`config.mk`:
```
export PLATFORM = sky130hd
export DESIGN_NAME = atr_lane
export DESIGN_NICKNAME = d
export VERILOG_FILES = /design/src/hdl/atr_pkg.sv /design/src/hdl/atr_lane.sv
export SDC_FILE = /design/constraint.sdc
export NUM_CORES = 1
export LEC_CHECK = 0
export BUFFER_PORTS_ARGS = -buffer_cell sky130_fd_sc_hd__buf_2
export CELL_PAD_IN_SITES_DETAIL_PLACEMENT = 1
export CELL_PAD_IN_SITES_GLOBAL_PLACEMENT = 2
export CORE_ASPECT_RATIO = 1.75
export CORE_MARGIN = 2
export CORE_UTILIZATION = 30
export DETAILED_ROUTE_END_ITERATION = 12
export PLACE_DENSITY = 0.8
export SKIP_LAST_GASP = 1
export SYNTH_ARGS = -nofsm -noshare
export SYNTH_HDL_FRONTEND = slang
export SYNTH_SLANG_ARGS = --single-unit
```
`constraint.sdc`:
```
create_clock -name clk -period 5.9 [get_ports clk]
set_clock_uncertainty 0.2 [all_clocks]
set_input_delay 0 -clock clk [delete_from_list [all_inputs] [get_ports clk]]
set_output_delay 0 -clock clk [all_outputs]
set_load 0.03 [all_outputs]
```
`src/hdl/atr_pkg.sv`:
```
// Shared types, widths and constants for the averaged tilt/roll angle block.
// Holds the CORDIC arctangent table. Used by every module under hdl/.
package atr_pkg;

    // Field widths
    localparam int ADC_BITS    = 10;
    localparam int MAX_SAMPLES = 64;
    localparam int SUM_W       = 16;
    localparam int CNT_W       = 7;
    localparam int ZG_W        = 10;
    localparam int ANG_W       = 16;

    // Datapath widths: offset-corrected sums, CORDIC x/y and angle accumulator
    localparam int OFS_W       = 18;
    localparam int CW          = 28;
    localparam int ZW          = 26;

    // Angle constants (Q7 output, Q16 internal)
    localparam int DEG180_Q7   = 23040;
    localparam int DEG90_Q7    = 11520;
    localparam int DEG90_Q16   = 5898240;
    localparam int PRE_SHIFT   = 8;
    localparam int RND_BIAS    = 256;
    localparam int RND_SHIFT   = 9;

    // Configuration port
    localparam int CFG_IDX_W   = 2;
    localparam int CFG_DATA_W  = 10;

    typedef enum logic [CFG_IDX_W-1:0] {
        REG_SAMPLE_COUNT = 2'd0,
        REG_ZERO_G_Y     = 2'd1,
        REG_ZERO_G_Z     = 2'd2
    } reg_idx_t;

    typedef struct packed {
        logic [ADC_BITS-1:0] adc_x;
        logic [ADC_BITS-1:0] adc_y;
        logic [ADC_BITS-1:0] adc_z;
    } sample_t;

    typedef struct packed {
        logic [SUM_W-1:0] sum_x;
        logic [SUM_W-1:0] sum_y;
        logic [SUM_W-1:0] sum_z;
        logic [ANG_W-1:0] roll_angle;
    } result_t;

    // Closed window handed from the lanes to the merging stage
    typedef struct packed {
        logic [SUM_W-1:0] sum_x;
        logic [SUM_W-1:0] sum_y;
        logic [SUM_W-1:0] sum_z;
        logic [CNT_W-1:0] n;
    } window_t;

    // One item travelling down the CORDIC chain
    typedef struct packed {
        logic [SUM_W-1:0] sum_x;
        logic [SUM_W-1:0] sum_y;
        logic [SUM_W-1:0] sum_z;
        logic [CW-1:0]    x;
        logic [CW-1:0]    y;
        logic [ZW-1:0]    z;
        logic             spec;
        logic [ANG_W-1:0] spec_ang;
    } pipe_t;

    // atan(2^-i) in degrees, 16 fraction bits
    function automatic logic [ZW-1:0] atan_q16(input int unsigned idx);
        logic [ZW-1:0] v;
        case (idx)
            0:       v = ZW'(2949120);
            1:       v = ZW'(1740967);
            2:       v = ZW'(919879);
            3:       v = ZW'(466945);
            4:       v = ZW'(234379);
            5:       v = ZW'(117304);
            6:       v = ZW'(58665);
            7:       v = ZW'(29335);
            8:       v = ZW'(14668);
            9:       v = ZW'(7334);
            10:      v = ZW'(3667);
            11:      v = ZW'(1833);
            12:      v = ZW'(917);
            13:      v = ZW'(458);
            14:      v = ZW'(229);
            15:      v = ZW'(115);
            16:      v = ZW'(57);
            17:      v = ZW'(29);
            18:      v = ZW'(14);
            19:      v = ZW'(7);
            20:      v = ZW'(4);
            21:      v = ZW'(2);
            22:      v = ZW'(1);
            default: v = '0;
        endcase
        return v;
    endfunction

endpackage

```
`src/hdl/atr_lane.sv`:
```
// One axis accumulator lane: adds each sample reading into a running sum.
// Depends on atr_pkg.
module atr_lane
    import atr_pkg::*;
(
    input  logic                clk,
    input  logic                rst_n,
    input  logic [ADC_BITS-1:0] adc,
    input  logic                take,
    input  logic                flush,
    output logic [SUM_W-1:0]    sum_now
);

    logic [SUM_W-1:0] acc_reg;
    logic [SUM_W-1:0] acc_next;

    // Sum including the reading on offer; wraps at SUM_W bits
    assign sum_now = acc_reg + SUM_W'(adc);

    always_comb
    begin
        acc_next = acc_reg;
        if (take)
        begin
            acc_next = flush ? '0 : sum_now;
        end
    end

    always_ff @(posedge clk or negedge rst_n)
    begin
        if (!rst_n)
        begin
            acc_reg <= '0;
        end
        else
        begin
            acc_reg <= acc_next;
        end
    end

endmodule

```
# Word level (Yosys, flattened, before mapping)
# Cells that the tools add are included.
# op_classes
add_sub_neg	1
mul	0
n_div	0
order_cmp	0
n_eq_ne	0
n_shift	0
mux	1
n_bitwise	0
n_reduce_logical	0
# ops
cell	n
16-bit by 10-bit adder with 16-bit output	1
16-bit two-way mux	1
# word_totals
register_bits	16
latchBits	0
ram_bits	0
mem_bits_ro	0
inputBits	14
out_inout_bits	16
wordCells	3
memories	0

# Longest topological paths before layout
# Gate-level depths: netlist (run 1).
# logic_depth
ltp_word	2
mapped_depth	7

# Worst setup path before layout (run 1)
# No wires, ideal clock.
# synth_path
path_kind	register -> output
startpoint	register acc_reg[0]
endpoint	output port sum_now[14]
arrival_ns	2.293
required_time_ns	5.700
slack_ns	3.407
path_stages_with_launch	8
path_buffers	0
path_cell_list	dfrtp_1 > ha_1 > fa_1 > a211oi_2 > o21ai_2 > o2111ai_1 > a21oi_1 > xnor2_1
# synth_via
elab_chain_cells	1
# synth_lines
element	line	source
start, declared	atr_lane.sv:14	logic [SUM_W-1:0] acc_reg;
start signal, assigned	atr_lane.sv:37	acc_reg <= acc_next;
16-bit by 10-bit adder with 16-bit output	atr_lane.sv:18	assign sum_now = acc_reg + SUM_W'(adc);
end, declared	atr_lane.sv:11	output logic [SUM_W-1:0] sum_now
# Every way passes these cells.

# Worst setup path in the final report (run 1)
# layout_path
startpoint	input port adc[0]
endpoint	output port sum_now[12]
# layout_via
elab_chain_cells	1
# layout_lines
element	line	source
start, declared	atr_lane.sv:8	input logic [ADC_BITS-1:0] adc,
16-bit by 10-bit adder with 16-bit output	atr_lane.sv:18	
# Every way passes these cells.

==> metrics.csv, run 1 <==
metric,value,unit
tightest_slew,525,ps
grt_max_degree,30,
period_share,47.5,%
hpwl,2820,um
insertion_delay,260,ps
clk_path_buf_depth,2,
synth_edf_count,0,
crit_required,5700,ps
cts_resized,0,
detail_route.wl_per_cell,16.1,um
power_density,419,nW/um^2
drt_iter0_drc,17,
grt_pass1_wl,6290,um
cts_tree,yes,
path_depth,10,
peakVddDrop,0.209,mV
drv_cap,0,
grt_usage,16.6,%
grt_pass1_vias,1361,
rsz0062_at_grt,false,
cts.clk_slew.worst_paths,70,ps
period_needed,2800,ps
die_x,55.0,um
path_cells,dlygate4sd3_1 > buf_2 > ha_1 > fa_1 > a211oi_2 > nor4_1 > a211oi_1 > nor2_1 > xor2_1 > buf_2,
initial_core_util,31.1,%
core_area,4400,sq um
largest_reg_flops,16,
critPathBufInv,3,
tns,0,ps
cpLargestDelayFamily,buffers and inverters,
maxSlewViolCount,0,
portBuffers,29,
synthArstFlopShare,100,%
fin_nets,205,
critPathLaunchType,input pin,
pin_count,30,
slowest_stage,dlygate4sd3_1,
gp_congestion,0.762,
synth_ff_type,dfrtp_1,
drtAntennaViolNets,0,
status,"finished, final reports clean",
die_y,93.3,um
antenna_found_initial,0,
wirelength,3710,um
final-hold-violation-count,0,
cts_max_level,1,
max_freq,357,MHz
synth_area_per_cell,9.00,sq um
leakage,0.781,nW
arrival,2600,ps
relSlewSlack,64.8,%
rr_worst_depth,7,
cpPeakStageDelay,530,ps
drc,0,
hold_path_class,in2async,
ys_seq_area_share,29.3,%
synth_warnings,0,
drive_gt1_share,26.3,%
end_kind,output pin,
cts_sinks,16,
avgViaCountPerCell,5.57,
ys_seq_elements,16,
fp-row-count,32,
die_area,5140,sq um
path_max_fanout,4,
overflow,0,
numCtsBuffers,3,
antenna_cells,0,
utilization,36.6,%
via_count,1280,
synth_area,1370,sq um
synth_cell_type_count,44,
cts-root-buf,clkbuf_8,
timing.critical_path.mode_cell,buf_2,
critPathKind,in2out,
netlist_instances,152,
setup_viol,0,
firstDrtPassIters,2,
syn_to_final_growth,17.9,%
syn_nets,177,
metrics by stage:
stage,hold slack (ps),power (mW),area [sq um],cells,worst slack [ps]
4_1_cts,22.1,0.685,1610,230,3070
5_1_grt,60.8,0.726,1610,230,2880
2_1_floorplan,-496,0.481,1370,152,3410
6_report,10.8,0.676,1610,230,3100
3_5_place_dp,-238,0.575,1530,223,3390
3_3_place_gp,-242,0.569,1530,223,3430
worst register-to-register path: stages, from the launching register on:
cell       delay, ps
dfrtp_1          380
ha_1             210
fa_1             440
a211oi_2         280
o21ai_2          130
o2111ai_1        360
a21oi_1          170
o311ai_1         290
cells in the final DEF, fill, tap and decap left out, types with 2 or more instances in the layout:
cell type | synthesis | layout
buf_2 | 2 | 29
dfrtp_1 | 16 | 16
nand2_1 | 10 | 10
nor2b_1 | 10 | 10
ha_1 | 10 | 10
a21oi_1 | 8 | 8
xnor2_1 | 8 | 8
inv_1 | 7 | 7
nand3_1 | 7 | 7
nor2_1 | 7 | 7
a31o_2 | 7 | 7
a21o_1 | 4 | 4
o21ai_0 | 4 | 4
xor2_1 | 4 | 4
nand2b_1 | 4 | 4
clkbuf_8 | 0 | 4
o211ai_1 | 3 | 3
o311ai_1 | 3 | 3
dlygate4sd3_1 | 0 | 3
and3_1 | 2 | 2
o211ai_2 | 2 | 2
a21oi_2 | 2 | 2
nand4_1 | 2 | 2
and2_1 | 2 | 2
o21a_1 | 2 | 2
a311o_1 | 2 | 2
timing repair:
item / CTS / global route
hold endpoints to repair: 22 / 0
hold buffers: 3 / 0
buffers inserted: 0 / 0
synthesized netlist by cell type (2+ instances only):
master	number	area share [%]
clkbuf_1	3	0.82
a311o_1	2	1.5
nand2_1	10	2.7
xor2_1	4	2.6
xnor2_1	8	5.1
buf_4	3	1.6
nor2b_1	10	4.6
nor2_1	7	1.9
nand3_1	7	2.6
a21o_1	4	2.2
o311ai_1	3	1.9
and2_1	2	0.91
and3_1	2	0.91
a21oi_2	2	1.3
o21ai_0	4	1.5
o211ai_2	2	1.8
inv_1	7	1.9
buf_2	2	0.73
nand4_1	2	0.91
dfrtp_1	16	29
o211ai_1	3	1.6
a31o_2	7	4.5
a21oi_1	8	2.9
nand2b_1	4	1.8
o21a_1	2	1.1
ha_1	10	9.1
worst paths after layout:
check                           start     endpoint  slack [ps]
min in group clk               adc[1]   acc_reg[1]          50
max reg2reg                acc_reg[0]  acc_reg[14]        3350
max in group asynchronous       rst_n  acc_reg[12]        5190
max                            adc[0]  sum_now[12]        3100
min                             rst_n   acc_reg[8]          10
min reg2reg                acc_reg[2]   acc_reg[2]         340
logic make-up after synthesis:
kind of cell	Yosys count	share of synthesized area [%]
compound gates	49	28.5
flops	16	29.3
buf+inv	16	5.49
xor+xnor	12	7.69
simple gates	48	18.5
fa+ha+maj	11	10.6
layout make-up:
| cell class | count | area, sq um |
|---|---|---|
| fill | 547 | 2790 |
| multi-input combinational | 120 | 892 |
| sequential | 16 | 400 |
| timing repair buffer | 32 | 175 |
| tap | 51 | 63.8 |
| clock buffer | 4 | 55.1 |
| inverter | 7 | 26.3 |
report_power, final:
part | switching (mW) | internal, mW
Sequential | 0.0239 | 0.137
Clock | 0.0442 | 0.0594
Combinational | 0.269 | 0.143
Total | 0.337 | 0.339
routing by layer:
layer / share of wire (%) / global-route usage (%) / up-vias
li1: - / - / 612
met1: 39 / 18.5 / 643
met2: 56 / 30.0 / 18
met3: 1.9 / 2.08 / 7
met4: 2.2 / 6.30 / 0
met5: 0 / 0 / -
Power figures use the tool's default switching activity.
==> run 2, diff against run 1 <==
==> constraint.sdc (replaced) <==
create_clock -name clk -period 2.83 [get_ports clk]
set_clock_uncertainty 0.2 [all_clocks]
set_input_delay 0 -clock clk [delete_from_list [all_inputs] [get_ports clk]]
set_output_delay 0 -clock clk [all_outputs]
set_load 0.03 [all_outputs]
==> run 2 against run 1 <==
  * Flip-flop and latch count stayed put
  * Cell count is 0.87% higher
  * Utilization is 0.63 points higher
  * Worst setup slack worse by 2900 ps
  * Non-clock buffer count is 3 higher
  * Clock power is 71% higher
  * Combinational power is 120% higher
  * Largest cell class unchanged
  * Count of clock-buffer cells in the layout is 1 lower
  * First-iteration DRC count is 71% higher
==> metrics.csv, run 2 (synthesis gave the netlist of run 1 again) <==
metric,value,unit,change
status,"finished, final reports clean",,unchanged
critPathBufInv,3,,unchanged
cts.clk_slew.worst_paths,70,ps,about the same
tns,0,ps,unchanged
die_x,55.0,um,unchanged
slowest_stage,dlygate4sd3_1,,unchanged
power_density,861,nW/um^2,was 419 nW/um^2
numPlacedInstances,225,,was 223
top_layer,met4,,unchanged
cts_tree,yes,,unchanged
detail_route.wl_per_cell,16.8,um,was 16.1 um
drtAntennaViolNets,0,,unchanged
hold_path_class,in2async,,unchanged
grt_pass1_vias,1338,,"was 1,361"
period_needed,2670,ps,
overflow,0,,unchanged
grt_max_degree,30,,unchanged
crit_required,2630,ps,was 5700 ps
die_area,5140,sq um,unchanged
firstDrtPassIters,4,,was 2
wl_met3,88,um,was 71 um
final_common_cell,buf_2,,unchanged
fin_nets,208,,was 205
largest_reg_flops,16,,unchanged
max_freq,375,MHz,
grt_usage,16.6,%,about the same
final-hold-violation-count,0,,unchanged
end_kind,output pin,,unchanged
critPathKind,in2out,,unchanged
core_area,4400,sq um,unchanged
avgViaCountPerCell,5.46,,was 5.57
relSlewSlack,63.4,%,was 64.8%
cts_sinks,16,,unchanged
antenna_cells,0,,unchanged
final_cell_count_no_fill,232,,was 230
cpPeakStageDelay,530,ps,about the same
maxSlewViolCount,0,,unchanged
fp-row-count,32,,unchanged
wirelength_met1,1520,um,was 1460 um
clk_path_buf_depth,2,,unchanged
layout_common_cells,"buf_2 (28), dfrtp_1 (16), nand2_1 (10), nor2b_1 (10), ha_1 (10)",,"was buf_2 (29), dfrtp_1 (16), nand2_1 (10), nor2b_1 (10), ha_1 (10)"
cpLargestDelayFamily,buffers and inverters,,unchanged
peakVddDrop,0.408,mV,was 0.209 mV
wirelength,3900,um,was 3710 um
p_total,1.41,mW,was 0.676 mW
gp_congestion,0.780,,was 0.762
detailroute.wirelength.met2,2250,um,was 2090 um
pin_count,30,,unchanged
initial_core_util,31.1,%,unchanged
leakage,0.787,nW,was 0.781 nW
setup_viol,0,,unchanged
grt_pass1_wl,6240,um,was 6290 um
cts_max_level,1,,unchanged
arrival,2470,ps,was 2600 ps
die_y,93.3,um,unchanged
period_share,94.3,%,
tightest_slew,549,ps,was 525 ps
place_area,1540,sq um,was 1530 sq um
path_max_fanout,4,,unchanged
drv_cap,0,,unchanged
portBuffers,29,,unchanged
drive_gt1_share,28.2,%,was 26.3%
antenna_found_initial,0,,unchanged
utilization,37.2,%,was 36.6%
numCtsBuffers,3,,unchanged
design_area,1640,sq um,was 1610 sq um
path_cells,dlygate4sd3_1 > buf_2 > ha_1 > fa_2 > a211oi_4 > o21ai_2 > o2111ai_2 > a21oi_1 > xnor2_1 > clkbuf_4,,was dlygate4sd3_1 > buf_2 > ha_1 > fa_1 > a211oi_2 > nor4_1 > a211oi_1 > nor2_1 > xor2_1 > buf_2
drt_iter0_drc,29,,was 17
drc,0,,unchanged
critPathLaunchType,input pin,,unchanged
cts-root-buf,clkbuf_8,,unchanged
syn_to_final_growth,19.9,%,was 17.9%
hpwl,2940,um,was 2820 um
insertion_delay,250,ps,was 260 ps
via_count,1266,,"was 1,280"
run 2: per-stage QoR:
| stage | hold WS, ps | worst slack [ps] |
|---|---|---|
| 6_report | 17.8 | 161 |
| 5_1_grt | 56.1 | -17.3 |
| 4_1_cts | 24.4 | 41.2 |
| 3_5_place_dp | -239 | 336 |
| 3_3_place_gp | -245 | 422 |
| 2_1_floorplan | -496 | 337 |
run 2: area by class of cell:
type	count	area [sq um]
multi-input cells	120	908
flip-flops and latches	16	400
fillers	550	2760
repair buffers	35	200
well taps	51	63.8
inverters	7	26.3
clock buffers	3	41.3
run 2: path summary, 6_finish.rpt:
path                             from           to  slack [ps]  depth (start not counted)
setup / recovery               adc[0]  sum_now[14]         160                         10
hold / removal                  rst_n   acc_reg[9]          20                          2
setup reg to reg           acc_reg[0]  acc_reg[14]         450                          7
hold reg to reg            acc_reg[2]   acc_reg[2]         340                          2
max in group asynchronous       rst_n   acc_reg[0]        2110                          2
min in group clk               adc[1]   acc_reg[1]          50                          3
run 2: what timing repair did:
action | CTS | global route
endpoints found under the setup margin | 0 | 3
resized for setup | 0 | 4
buffers inserted | 0 | 1
hold buffers | 3 | 0
hold endpoints to repair | 22 | 0
run 2: per-layer routing:
metal,up-vias,GRT usage (%)
met3,5,1.92
met4,0,6.10
met1,626,18.5
met2,16,30.3
met5,-,0
li1,619,-
run 2: where the power goes:
| group | internal (mW) | switching [mW] | leakage [nW] |
|---|---|---|---|
| Sequential | 0.285 | 0.0535 | 0.211 |
| Clock | 0.0946 | 0.0837 | 0.0216 |
| Combinational | 0.317 | 0.579 | 0.555 |
| Total | 0.697 | 0.716 | 0.787 |
==> run 3, diff against run 2 <==
==> constraint.sdc (replaced) <==
create_clock -name clk -period 2.83 [get_ports clk]
set_clock_uncertainty 0.2 [all_clocks]
set_input_delay 0 -clock clk [delete_from_list [all_inputs] [get_ports clk]]
set_output_delay 0 -clock clk [all_outputs]
set_load 0.01 [all_outputs]
==> run 3 against run 2 <==
  * Clock power about the same
  * Critical path depth stayed put
  * Worst setup slack better by 53 ps
  * Hold slack got worse by 3.3 ps
  * Register-to-register slack got worse by 20 ps
  * Sequential share of layout area rose by 0.46 points
  * Utilization decreased by 0.68 points
  * Sequential power barely moved
  * Combinational power decreased by 21%
  * First-iteration DRC count is 41% lower
  * Final area is 1.8% lower
  * Count of clock-buffer cells in the layout unchanged
  * Largest power group unchanged
==> metrics.csv, run 3 (synthesis gave the netlist of run 1 again) <==
metric,value,unit,change
status,"finished, final reports clean",,unchanged
via_count,1276,,"was 1,266"
intPower,0.679,mW,was 0.697 mW
fp-row-count,32,,unchanged
post-place-ws,346,ps,was 336 ps
cts_max_level,1,,unchanged
firstDrtPassIters,4,,unchanged
final_common_cell,buf_2,,unchanged
critPathLaunchType,input pin,,unchanged
r2r_slack,430,ps,was 450 ps
cts-root-buf,clkbuf_8,,unchanged
gp_congestion,0.762,,was 0.780
hold_path_class,in2async,,unchanged
path_max_fanout,4,,unchanged
tightest_slew,537,ps,was 549 ps
antenna_cells,0,,unchanged
rsz0062_at_grt,false,,
grt_max_degree,30,,unchanged
comb_power_share,57.9,%,was 63.4%
pwr-share-clk,14.5,%,was 12.6%
die_area,5140,sq um,unchanged
period_share,92.4,%,was 94.3%
portBuffers,29,,unchanged
critPathKind,in2out,,unchanged
grt_pass1_wl,6400,um,was 6240 um
crit_required,2630,ps,about the same
numCtsBuffers,3,,unchanged
layout_common_cells,"buf_2 (29), dfrtp_1 (16), nand2_1 (10), nor2b_1 (10), ha_1 (10)",,"was buf_2 (28), dfrtp_1 (16), nand2_1 (10), nor2b_1 (10), ha_1 (10)"
leakage,0.774,nW,was 0.787 nW
drive_gt1_share,27.0,%,was 28.2%
die_x,55.0,um,unchanged
grt_usage,16.9,%,was 16.6%
arrival,2420,ps,was 2470 ps
rr_endpoint,acc_reg[8],,was acc_reg[14]
drc,0,,unchanged
initial_core_util,31.1,%,unchanged
core_area,4400,sq um,unchanged
largest_reg_flops,16,,unchanged
max_freq,382,MHz,was 375 MHz
setup_viol,0,,unchanged
rr_worst_depth,7,,unchanged
detail_route.wl_per_cell,16.6,um,was 16.8 um
cts.clk_slew.worst_paths,60,ps,was 70 ps
overflow,0,,unchanged
avgViaCountPerCell,5.57,,was 5.46
startpoint,adc[0],,unchanged
maxSlewViolCount,0,,unchanged
insertion_delay,250,ps,about the same
drt_iter0_drc,17,,was 29
final-hold-violation-count,0,,unchanged
wirelength,3810,um,was 3900 um
power_density,758,nW/um^2,was 861 nW/um^2
drtAntennaViolNets,0,,unchanged
period_needed,2620,ps,was 2670 ps
cts_sinks,16,,unchanged
relSlewSlack,64.1,%,was 63.4%
whs,14.5,ps,was 17.8 ps
design_area,1610,sq um,was 1640 sq um
p_sw_share,44.4,%,was 50.7%
p_total,1.22,mW,was 1.41 mW
tns,0,ps,unchanged
cts_tree,yes,,unchanged
pin_count,30,,unchanged
antenna_found_initial,0,,unchanged
grt_pass1_vias,1360,,"was 1,338"
p_seq_share,27.5,%,was 24.0%
clk_path_buf_depth,2,,unchanged
hpwl,2950,um,was 2940 um
drv_cap,0,,unchanged
p_switching,0.542,mW,was 0.716 mW
r2r_start,acc_reg[0],,unchanged
end_kind,output pin,,unchanged
syn_to_final_growth,17.7,%,was 19.9%
fin_nets,205,,was 208
fin_ws,214,ps,was 161 ps
place_area,1530,sq um,was 1540 sq um
peakVddDrop,0.325,mV,was 0.408 mV
die_y,93.3,um,unchanged
[run 3: cell count changes in the layout (fill, tap and decap cells not counted), sizes merged]
cell | before | now
buf | 31 | 29
clkbuf | 4 | 3
[run 3: routing by layer]
metal  wire [um]  global-route usage [%]  part of all wire, %  vias to the layer above
met3          99                    2.08                  2.6                        7
met1        1450                    17.7                   38                      635
met2        2170                    31.3                   57                       20
met5           0                       0                    0                        -
met4          94                    7.32                  2.5                        0
li1            -                       -                    -                      614
[run 3: cell type report]
type,instances,area (sq um)
sequential,16,400
clock buffer,3,41.3
multi-input combinational,120,903
tap,51,63.8
timing repair buffer,32,175
fill,551,2790
inverter,7,26.3
[run 3: power by group through the flow]
stage,sequential [mW],combinational [mW],clock (mW)
after floorplan,0.318,0.517,0
final,0.336,0.707,0.177
after detailed placement,0.340,0.700,0
after global placement,0.336,0.685,0
after global routing,0.348,0.780,0.196
after CTS,0.336,0.709,0.187
[run 3: how the worst max path moves through the flow]
stage          slack (ps)  depth (start not counted)     endpoint
5_1_grt                90                         10  sum_now[14]
3_3_place_gp          420                          7  acc_reg[10]
4_1_cts                70                         10  sum_now[12]
2_1_floorplan         570                          7  acc_reg[14]
6_report              210                         10  sum_now[10]
3_5_place_dp          350                          7  acc_reg[10]
[run 3: per-stage QoR]
stage          instances  utilization (%)
2_1_floorplan        152                -
3_3_place_gp         223             34.7
3_5_place_dp         223             34.7
4_1_cts              229             36.3
5_1_grt              229             36.6
6_report             229             36.6
[run 3: repair_timing]
action	CTS	global route
endpoints found under the hold margin	21	0
resized for setup	0	2
setup buffers	0	0
hold buffers	3	0
endpoints found under the setup margin	0	3
[run 3: critical path: stages]
cell and delay (ps):
dlygate4sd3_1 530, buf_2 120, ha_1 220, fa_1 430, a211oi_2 260, o21ai_2 130, o2111ai_2 260, nand2_1 120
o21a_1 200, buf_2 140
